## config.mk

```make
export PLATFORM = sky130hd
export DESIGN_NAME = radio_indication_frame_parser_unit
export DESIGN_NICKNAME = d
export VERILOG_FILES = /design/src/rtl/rifp_pkg.sv /design/src/rtl/rifp_frame_parser.sv /design/src/rtl/rifp_link_tracker.sv /design/src/rtl/radio_indication_frame_parser_unit.sv
export SDC_FILE = /design/constraint.sdc
export NUM_CORES = 1
export LEC_CHECK = 0
export BUFFER_PORTS_ARGS = -buffer_cell sky130_fd_sc_hd__clkbuf_2
export CORE_ASPECT_RATIO = 0.5
export CORE_MARGIN = 5
export CORE_UTILIZATION = 50
export CTS_BUF_LIST = sky130_fd_sc_hd__clkbuf_8
export CTS_CLUSTER_SIZE = 12
export DETAILED_ROUTE_END_ITERATION = 16
export HOLD_SLACK_MARGIN = 0.08
export PLACE_DENSITY = 0.65
export REMOVE_ABC_BUFFERS = 1
export SLEW_MARGIN = 25
export SYNTH_ARGS = -nofsm -noshare
export SYNTH_HDL_FRONTEND = slang
export SYNTH_SLANG_ARGS = --single-unit
```

## constraint.sdc

```tcl
create_clock -name clk -period 7.6 [get_ports clk]
set_input_delay 1.9 -clock clk [delete_from_list [all_inputs] [get_ports clk]]
set_output_delay 1.9 -clock clk [all_outputs]
set_load 0.02 [all_outputs]
```

## src/rtl/rifp_pkg.sv

```systemverilog
`timescale 1ns / 1ps
// ----------------------------------------------------------------------------
// Radio indication frame parser package
// Shared types, symbol constants and the opcode decode for the parser blocks.
// ----------------------------------------------------------------------------
package rifp_pkg;

	// Frame symbols.
	localparam logic [7:0] SYM_STX      = 8'h02;
	localparam logic [7:0] SYM_IND      = 8'h69;
	localparam logic [7:0] OP_READY     = 8'h25;
	localparam logic [7:0] OP_LINK_UP   = 8'h0C;
	localparam logic [7:0] OP_TRANSP    = 8'h11;
	localparam logic [7:0] OP_LINK_DOWN = 8'h0E;
	localparam logic [7:0] SYM_ETX      = 8'h03;

	// Reported indication codes.
	typedef enum logic [2:0] {
		IND_NONE      = 3'd0,
		IND_READY     = 3'd1,
		IND_LINK_UP   = 3'd2,
		IND_TRANSP    = 3'd3,
		IND_LINK_DOWN = 3'd4
	} ind_t;

	// Link status codes.
	typedef enum logic [1:0] {
		LINK_UNINIT = 2'd0,
		LINK_IDLE   = 2'd1,
		LINK_CONN   = 2'd2
	} link_t;

	// Frame recognizer phases.
	typedef enum logic [2:0] {
		PH_START  = 3'd0,
		PH_TYPE   = 3'd1,
		PH_OPCODE = 3'd2,
		PH_LEN_LO = 3'd3,
		PH_LEN_HI = 3'd4,
		PH_CHECK  = 3'd5,
		PH_DATA   = 3'd6,
		PH_END    = 3'd7
	} phase_t;

	// Maps an opcode byte to its indication code; unknown opcodes give none.
	function automatic ind_t opcode_code(input logic [7:0] b);
		ind_t code;
		case (b)
			OP_READY:     code = IND_READY;
			OP_LINK_UP:   code = IND_LINK_UP;
			OP_TRANSP:    code = IND_TRANSP;
			OP_LINK_DOWN: code = IND_LINK_DOWN;
			default:      code = IND_NONE;
		endcase
		return code;
	endfunction

endpackage

```

## src/rtl/rifp_frame_parser.sv

```systemverilog
`timescale 1ns / 1ps
// ----------------------------------------------------------------------------
// Frame recognizer
// Walks the STX / type / opcode / length / checksum / payload / ETX sequence
// one word per cycle while advance is high, and reports the opcode's indication on a good ETX.
// ----------------------------------------------------------------------------
module rifp_frame_parser (
	input  logic                clk,
	input  logic                arst_n,
	input  logic                advance,
	input  logic [7:0]          rx_byte,
	output rifp_pkg::ind_t      ind
);

	rifp_pkg::phase_t phase_q, phase_d;
	rifp_pkg::ind_t   kind_q, kind_d;
	logic [7:0]       sum_q, sum_d;
	logic [15:0]      left_q, left_d;
	rifp_pkg::ind_t   code;

	assign code = rifp_pkg::opcode_code(rx_byte);

	// Next-state logic for the recognizer and its frame context.
	always_comb begin
		phase_d = phase_q;
		kind_d  = kind_q;
		sum_d   = sum_q;
		left_d  = left_q;
		case (phase_q)
			rifp_pkg::PH_START: begin
				if (rx_byte == rifp_pkg::SYM_STX) phase_d = rifp_pkg::PH_TYPE;
			end
			rifp_pkg::PH_TYPE: begin
				phase_d = (rx_byte == rifp_pkg::SYM_IND) ? rifp_pkg::PH_OPCODE
				                                         : rifp_pkg::PH_START;
			end
			rifp_pkg::PH_OPCODE: begin
				if (code != rifp_pkg::IND_NONE) begin
					kind_d  = code;
					sum_d   = rifp_pkg::SYM_IND + rx_byte;
					phase_d = rifp_pkg::PH_LEN_LO;
				end else begin
					phase_d = rifp_pkg::PH_START;
				end
			end
			rifp_pkg::PH_LEN_LO: begin
				left_d  = {8'h00, rx_byte};
				sum_d   = sum_q + rx_byte;
				phase_d = rifp_pkg::PH_LEN_HI;
			end
			rifp_pkg::PH_LEN_HI: begin
				left_d  = {rx_byte, left_q[7:0]};
				sum_d   = sum_q + rx_byte;
				phase_d = rifp_pkg::PH_CHECK;
			end
			rifp_pkg::PH_CHECK: begin
				phase_d = (rx_byte == sum_q) ? rifp_pkg::PH_DATA : rifp_pkg::PH_START;
			end
			rifp_pkg::PH_DATA: begin
				// A zero length still skips one payload word.
				if (left_q <= 16'd1) phase_d = rifp_pkg::PH_END;
				left_d = left_q - 16'd1;
			end
			rifp_pkg::PH_END: begin
				phase_d = rifp_pkg::PH_START;
			end
			default: begin
				phase_d = rifp_pkg::PH_START;
			end
		endcase
	end

	// Output logic: the frame is reported when ETX closes it.
	always_comb begin
		ind = rifp_pkg::IND_NONE;
		if (phase_q == rifp_pkg::PH_END && rx_byte == rifp_pkg::SYM_ETX) ind = kind_q;
	end

	// State registers advance only on words that are parsed.
	always_ff @(posedge clk or negedge arst_n) begin
		if (!arst_n) begin
			phase_q <= rifp_pkg::PH_START;
			kind_q  <= rifp_pkg::IND_NONE;
			sum_q   <= 8'h00;
			left_q  <= 16'h0000;
		end else if (advance) begin
			phase_q <= phase_d;
			kind_q  <= kind_d;
			sum_q   <= sum_d;
			left_q  <= left_d;
		end
	end

endmodule

```

## src/rtl/rifp_link_tracker.sv

```systemverilog
`timescale 1ns / 1ps
// ----------------------------------------------------------------------------
// Link status tracker
// Advances the link status on reported frames and requests a receive flush
// when the link comes up or goes down.
// ----------------------------------------------------------------------------
module rifp_link_tracker (
	input  logic              clk,
	input  logic              arst_n,
	input  logic              advance,
	input  rifp_pkg::ind_t    ind,
	output rifp_pkg::link_t   status,
	output logic              flush
);

	rifp_pkg::link_t link_q;

	// Transition logic; status reflects the word currently presented.
	always_comb begin
		status = link_q;
		flush  = 1'b0;
		if (advance) begin
			case (link_q)
				rifp_pkg::LINK_UNINIT: begin
					if (ind == rifp_pkg::IND_READY) status = rifp_pkg::LINK_IDLE;
				end
				rifp_pkg::LINK_IDLE: begin
					if (ind == rifp_pkg::IND_LINK_UP) begin
						status = rifp_pkg::LINK_CONN;
						flush  = 1'b1;
					end
				end
				rifp_pkg::LINK_CONN: begin
					if (ind == rifp_pkg::IND_LINK_DOWN) begin
						status = rifp_pkg::LINK_IDLE;
						flush  = 1'b1;
					end
				end
				default: begin
					status = link_q;
				end
			endcase
		end
	end

	// Link status register.
	always_ff @(posedge clk or negedge arst_n) begin
		if (!arst_n) begin
			link_q <= rifp_pkg::LINK_UNINIT;
		end else begin
			link_q <= status;
		end
	end

endmodule

```

## src/rtl/radio_indication_frame_parser_unit.sv

```systemverilog
`timescale 1ns / 1ps
// ----------------------------------------------------------------------------
// Radio indication frame parser unit
// Parses received serial words into radio indications and link status.
// ----------------------------------------------------------------------------
// Every accepted word yields exactly one result word, in the next cycle, from
// the result register. A word is accepted in every cycle unless the result
// register holds a word that is stalled, so the unit sustains one word per
// cycle while not stalled. Words flagged with a framing error or a full
// receive buffer produce indication none and the current link status with
// no other effect. flush_rx marks the result word at which the receive FIFO
// must be emptied.
// ----------------------------------------------------------------------------
module radio_indication_frame_parser_unit (
	input  logic       clk,
	input  logic       arst_n,
	input  logic       in_valid,
	output logic       in_stall,
	input  logic [7:0] rx_byte,
	input  logic       framing_error,
	input  logic       rx_full,
	output logic       out_valid,
	input  logic       out_stall,
	output logic [2:0] indication,
	output logic [1:0] link_status,
	output logic       flush_rx
);

	logic            accept;
	logic            advance;
	rifp_pkg::ind_t  ind;
	rifp_pkg::link_t status;
	logic            flush;
	logic            out_valid_q;
	logic [2:0]      indication_q;
	logic [1:0]      link_status_q;
	logic            flush_rx_q;

	// Input side stalls only while a result is held back.
	assign in_stall = out_valid_q && out_stall;
	assign accept   = in_valid && !in_stall;
	assign advance  = accept && !framing_error && !rx_full;

	rifp_frame_parser u_parser (
		.clk     (clk),
		.arst_n  (arst_n),
		.advance (advance),
		.rx_byte (rx_byte),
		.ind     (ind)
	);

	rifp_link_tracker u_link (
		.clk     (clk),
		.arst_n  (arst_n),
		.advance (advance),
		.ind     (advance ? ind : rifp_pkg::IND_NONE),
		.status  (status),
		.flush   (flush)
	);

	// Result register.
	always_ff @(posedge clk or negedge arst_n) begin
		if (!arst_n) begin
			out_valid_q <= 1'b0;
		end else if (!in_stall) begin
			out_valid_q <= in_valid;
		end
	end

	always_ff @(posedge clk) begin
		if (accept) begin
			indication_q  <= advance ? 3'(ind) : 3'(rifp_pkg::IND_NONE);
			link_status_q <= 2'(status);
			flush_rx_q    <= flush;
		end
	end

	assign out_valid   = out_valid_q;
	assign indication  = indication_q;
	assign link_status = link_status_q;
	assign flush_rx    = flush_rx_q;

	// A flush only accompanies a link up or link down indication.
	a_flush_kind: assert property (@(posedge clk) disable iff (!arst_n)
		out_valid && flush_rx |->
			indication == 3'(rifp_pkg::IND_LINK_UP) ||
			indication == 3'(rifp_pkg::IND_LINK_DOWN))
		else $error("flush without link change indication");

	// A dropped word reports nothing.
	a_drop_quiet: assert property (@(posedge clk) disable iff (!arst_n)
		accept && (framing_error || rx_full) |=>
			indication == 3'(rifp_pkg::IND_NONE) && !flush_rx)
		else $error("dropped word produced an indication");

	// Once a ready frame is reported the link is initialized.
	a_ready_init: assert property (@(posedge clk) disable iff (!arst_n)
		out_valid && indication == 3'(rifp_pkg::IND_READY) |->
			link_status != 2'(rifp_pkg::LINK_UNINIT))
		else $error("ready indication left link uninitialized");

	// The link leaves the uninitialized state only on a ready frame.
	a_init_cause: assert property (@(posedge clk) disable iff (!arst_n)
		advance && ind != rifp_pkg::IND_READY &&
			$past(status) == rifp_pkg::LINK_UNINIT |->
			status == rifp_pkg::LINK_UNINIT)
		else $error("link initialized without ready frame");

endmodule
```

==> summary.txt <==
Drt
  – Remaining DRCs: 0
  – Drt via density: roughly 6
  – Wire per inst: 16.8 microns
  – First drt pass iteration count: 4
  – Vias post-DR: around 2,500
  – Remaining antenna violation count: 0
  – Starting DRC count in detailed routing: 158
  – Final Routed Wirelength: between 6000 and 7000 microns

Global route
  – Global route hottest layer: met2
  – Number of global-route vias before repair: 2,321
  – First-pass GRT wire length: 11,400 microns
  – GRT Residual Overflow: 0
  – Met3 Use GR: 4.93%
  – Met2 Usage GRT: 29.2%
  – Pin count of the biggest net entering global routing: 34
  – M1 GR Usage: 28.5%
  – Antenna violations before repair: 0
  – Total track usage: between 10% and 20%

Power
  – P_leak: 1.31 nW
  – Logic pwr share: 9.6%
  – Clock Power Share: 41.3%
  – Final Power: around 440 uW
  – P_sw: between 100 and 150 uW
  – Maximum vdd drop: 101 uV
  – Int Pwr: 326 uW
  – Power per Cell Area: 144 mW/mm^2
  – Switching portion of total power: 25.4%
  – Sequential share of power: 49.1%

Finish
  – Design area: 0.00303 sq mm
  – Layout filler cell count: 499
  – # nets final: 361
  – Layout overhead on the synthesized area: 8.24%
  – Multi-input gate area: 0.00165 sq mm
  – Antenna cells: 0
  – FF/Latch Area: 0.00101 sq mm
  – Non-filler cells in the finished layout: 407
  – Fraction of final layout cells sized beyond drive strength 1: 14.1%

Placement
  – Port Buf Inserts: 21
  – RD Place Congestion: 0.842
  – Placed Area: between 0.002 and 0.003 sq mm
  – HPWL Detailed: 4830 microns
  – Placed Cells: slightly below 400

Clock tree
  – Post-CTS setup repair buffer count: 0
  – CTS tree: yes
  – Clock-pin transition on the worst setup and hold timing paths: approximately 80 ps
  – H-tree Lvls: 2
  – Root Buffer: clkbuf_8
  – Clock insertion delay at the later pin of the skew report: roughly 310 ps
  – Post-CTS sizing: 0
  – Hold bufs inserted after CTS: 0
  – Clock Path Buffers: 2
  – CTS Sinks: 39
  – CTS Buf Count: 5

Synth
  – Async SR Flop Fraction: 84.6%
  – Syn_area_per_cell: 8.68 sq um
  – Seq/Total Area, Yosys: 36.0%
  – Post-synth cell types: between 60 and 70
  – EDFF count, synth: 6
  – Ys flop type: dfrtp_1
  – Post-Syn Instances: 322
  – Synthesized cell area: 0.00280 sq mm
  – YS warnings: 0
  – #FFs+latches synth: 39

Die
  – Die area: 0.00728 sq mm
  – Total core area: 0.00544 sq mm
  – Row count: 19
  – Die width: 116 microns
  – Die Span Y: 62.9 microns
  – I/O pins: 22
  – Initial core utilization: between 50% and 60%

Critical path
  – Worst Setup End Kind: output port
  – Setup crit start: out_stall
  – CP peak stage delay: 160 ps
  – Startpoint class of the critical path: primary input
  – Crit path DAT: between 2000 and 2500 ps
  – Kind of critical path: primary input to output port
  – Critical R2R Launch: u_parser.phase_q[0]$_DFFE_PN0P_
  – Worst endpoint required time: 5700 ps
  – Slowest CP cell: clkbuf_2
  – Critical-path cell list: clkbuf_2 > nand2_1 > inv_1 > clkbuf_2
  – Critical Path Most Common Cell: clkbuf_2
  – Worst Path Max Fanout: 2

Outcome
  – Status: completed

Timing
  – Final Max Tran Viols: 0
  – Worst-Margin Slew: 808 ps
  – Tmin final: 4180 ps
  – Highest clock rate: 0.239 GHz
  – Final hold violation count: 0
  – RSZ-0062 raised after global routing: false
  – Relative slew slack: between 40% and 50%
  – Crit share post-route: 55.0%
  – Final clock skew: 9.19 ps
  – TNS Setup: 0 ps
  – Final setup violation count: 0

Worst hold path
  – Hold Startpoint: u_parser.left_q[15]$_DFFE_PN0P_
  – Min-Delay Path Class: flop to flop

Run
  – Max cap viols: 0
path summary, 6_finish.rpt:
kind	endpoint	slack (ps)	cells past startpoint
setup / recovery	in_stall	3420	4
hold / removal	u_parser.left_q[15]$_DFFE_PN0P_	530	2
setup reg to reg	u_parser.sum_q[6]$_DFFE_PN0P_	3920	11
hold reg to reg	u_parser.left_q[15]$_DFFE_PN0P_	530	2
max in group asynchronous	u_parser.sum_q[7]$_DFFE_PN0P_	5410	1
min in group asynchronous	u_parser.sum_q[1]$_DFFE_PN0P_	1680	1
metrics by stage:
| step | setup WS [ps] | hold slack (ps) | utilization, % |
|---|---|---|---|
| floorplan | 3610 | 471 | - |
| global placement | 3460 | 500 | 53.4 |
| detailed placement | 3360 | 513 | 53.4 |
| CTS | 3420 | 533 | 55.5 |
| global route | 3400 | 576 | 55.6 |
| finish | 3420 | 534 | 55.6 |
worst max-delay path: cells and delay by family:
kind	cells	cell delay [ps]
buffers and inverters	3	320
AND/OR/NAND/NOR	1	60
cells in the mapped netlist (3+ instances only):
library cell / instances / area, sq um
clkbuf_1: 11 / 41.3
a211oi_1: 3 / 22.5
edfxtp_1: 6 / 180
nand3_1: 11 / 55.1
nor2_1: 28 / 105
o21ai_0: 31 / 155
xnor2_1: 5 / 43.8
or3_1: 4 / 25.0
mux2_2: 6 / 67.6
o31ai_1: 3 / 22.5
a31oi_1: 3 / 18.8
nor4_1: 8 / 50.1
buf_2: 4 / 20.0
xor2_1: 8 / 70.1
inv_1: 15 / 56.3
ha_1: 13 / 163
o211ai_1: 4 / 30.0
and2_1: 3 / 18.8
a21oi_1: 20 / 100
nor2b_1: 4 / 25.0
nor3_1: 16 / 80.1
nand2_1: 21 / 78.8
a22oi_1: 7 / 52.6
dfrtp_1: 33 / 826
nand2b_1: 8 / 50.1
sequential cells by signal, indices dropped and copies added, names as in the netlist:
| name | cells |
|---|---|
| u_parser.left_q | 16 |
| u_parser.sum_q | 8 |
| indication | 3 |
| u_parser.kind_q | 3 |
| u_parser.phase_q | 3 |
| link_status | 2 |
| u_link.link_q | 2 |
| flush_rx | 1 |
| out_valid | 1 |
per-layer routing:
layer / vias to the layer above / part of all wire [%]
li1: 1200 / -
met1: 1195 / 49
met2: 75 / 44
met3: 7 / 6.0
met4: 0 / 0.82
met5: - / 0
power by group through the flow:
stage | registers, mW | clock network [mW] | logic [mW]
floorplan | 0.221 | 0 | 0.0205
global placement | 0.219 | 0 | 0.0412
detailed placement | 0.219 | 0 | 0.0421
CTS | 0.215 | 0.185 | 0.0424
global route | 0.215 | 0.194 | 0.0466
finish | 0.215 | 0.180 | 0.0419
final cells by class:
cell class / count / area share [%]
Timing Repair Buffer: 22 / 3.64
Multi-Input combinational cell: 249 / 54.4
Inverter: 16 / 1.99
Tap cell: 73 / 3.02
Sequential cell: 39 / 33.3
Clock inverter: 3 / 1.45
Clock buffer: 5 / 2.27
layout by cell type, fill, tap and decap left out, drive strengths merged, types with 5 or more instances in the layout:
cell    synthesis  final
a21oi          21     21
a22oi           7      7
clkbuf         11     25
dfrtp          33     33
edfxtp          6      6
ha             13     13
inv            15     15
mux2            6      6
nand2          21     21
nand2b          8      8
nand3          11     11
nor2           28     28
nor3           17     17
nor4           10     10
o21ai          31     31
xnor2           5      5
xor2            8      8
kinds of logic after synthesis:
family | synth area share, %
AO/OA/AOI/OAI | 20.5
buffers and inverters | 5.15
multiplexers | 3.13
adder cells (fa/ha/maj) | 6.54
flip-flops | 36.0
XOR/XNOR | 4.07
AND/OR/NAND/NOR | 24.7
Note: power is estimated with default switching activity, not from simulation.
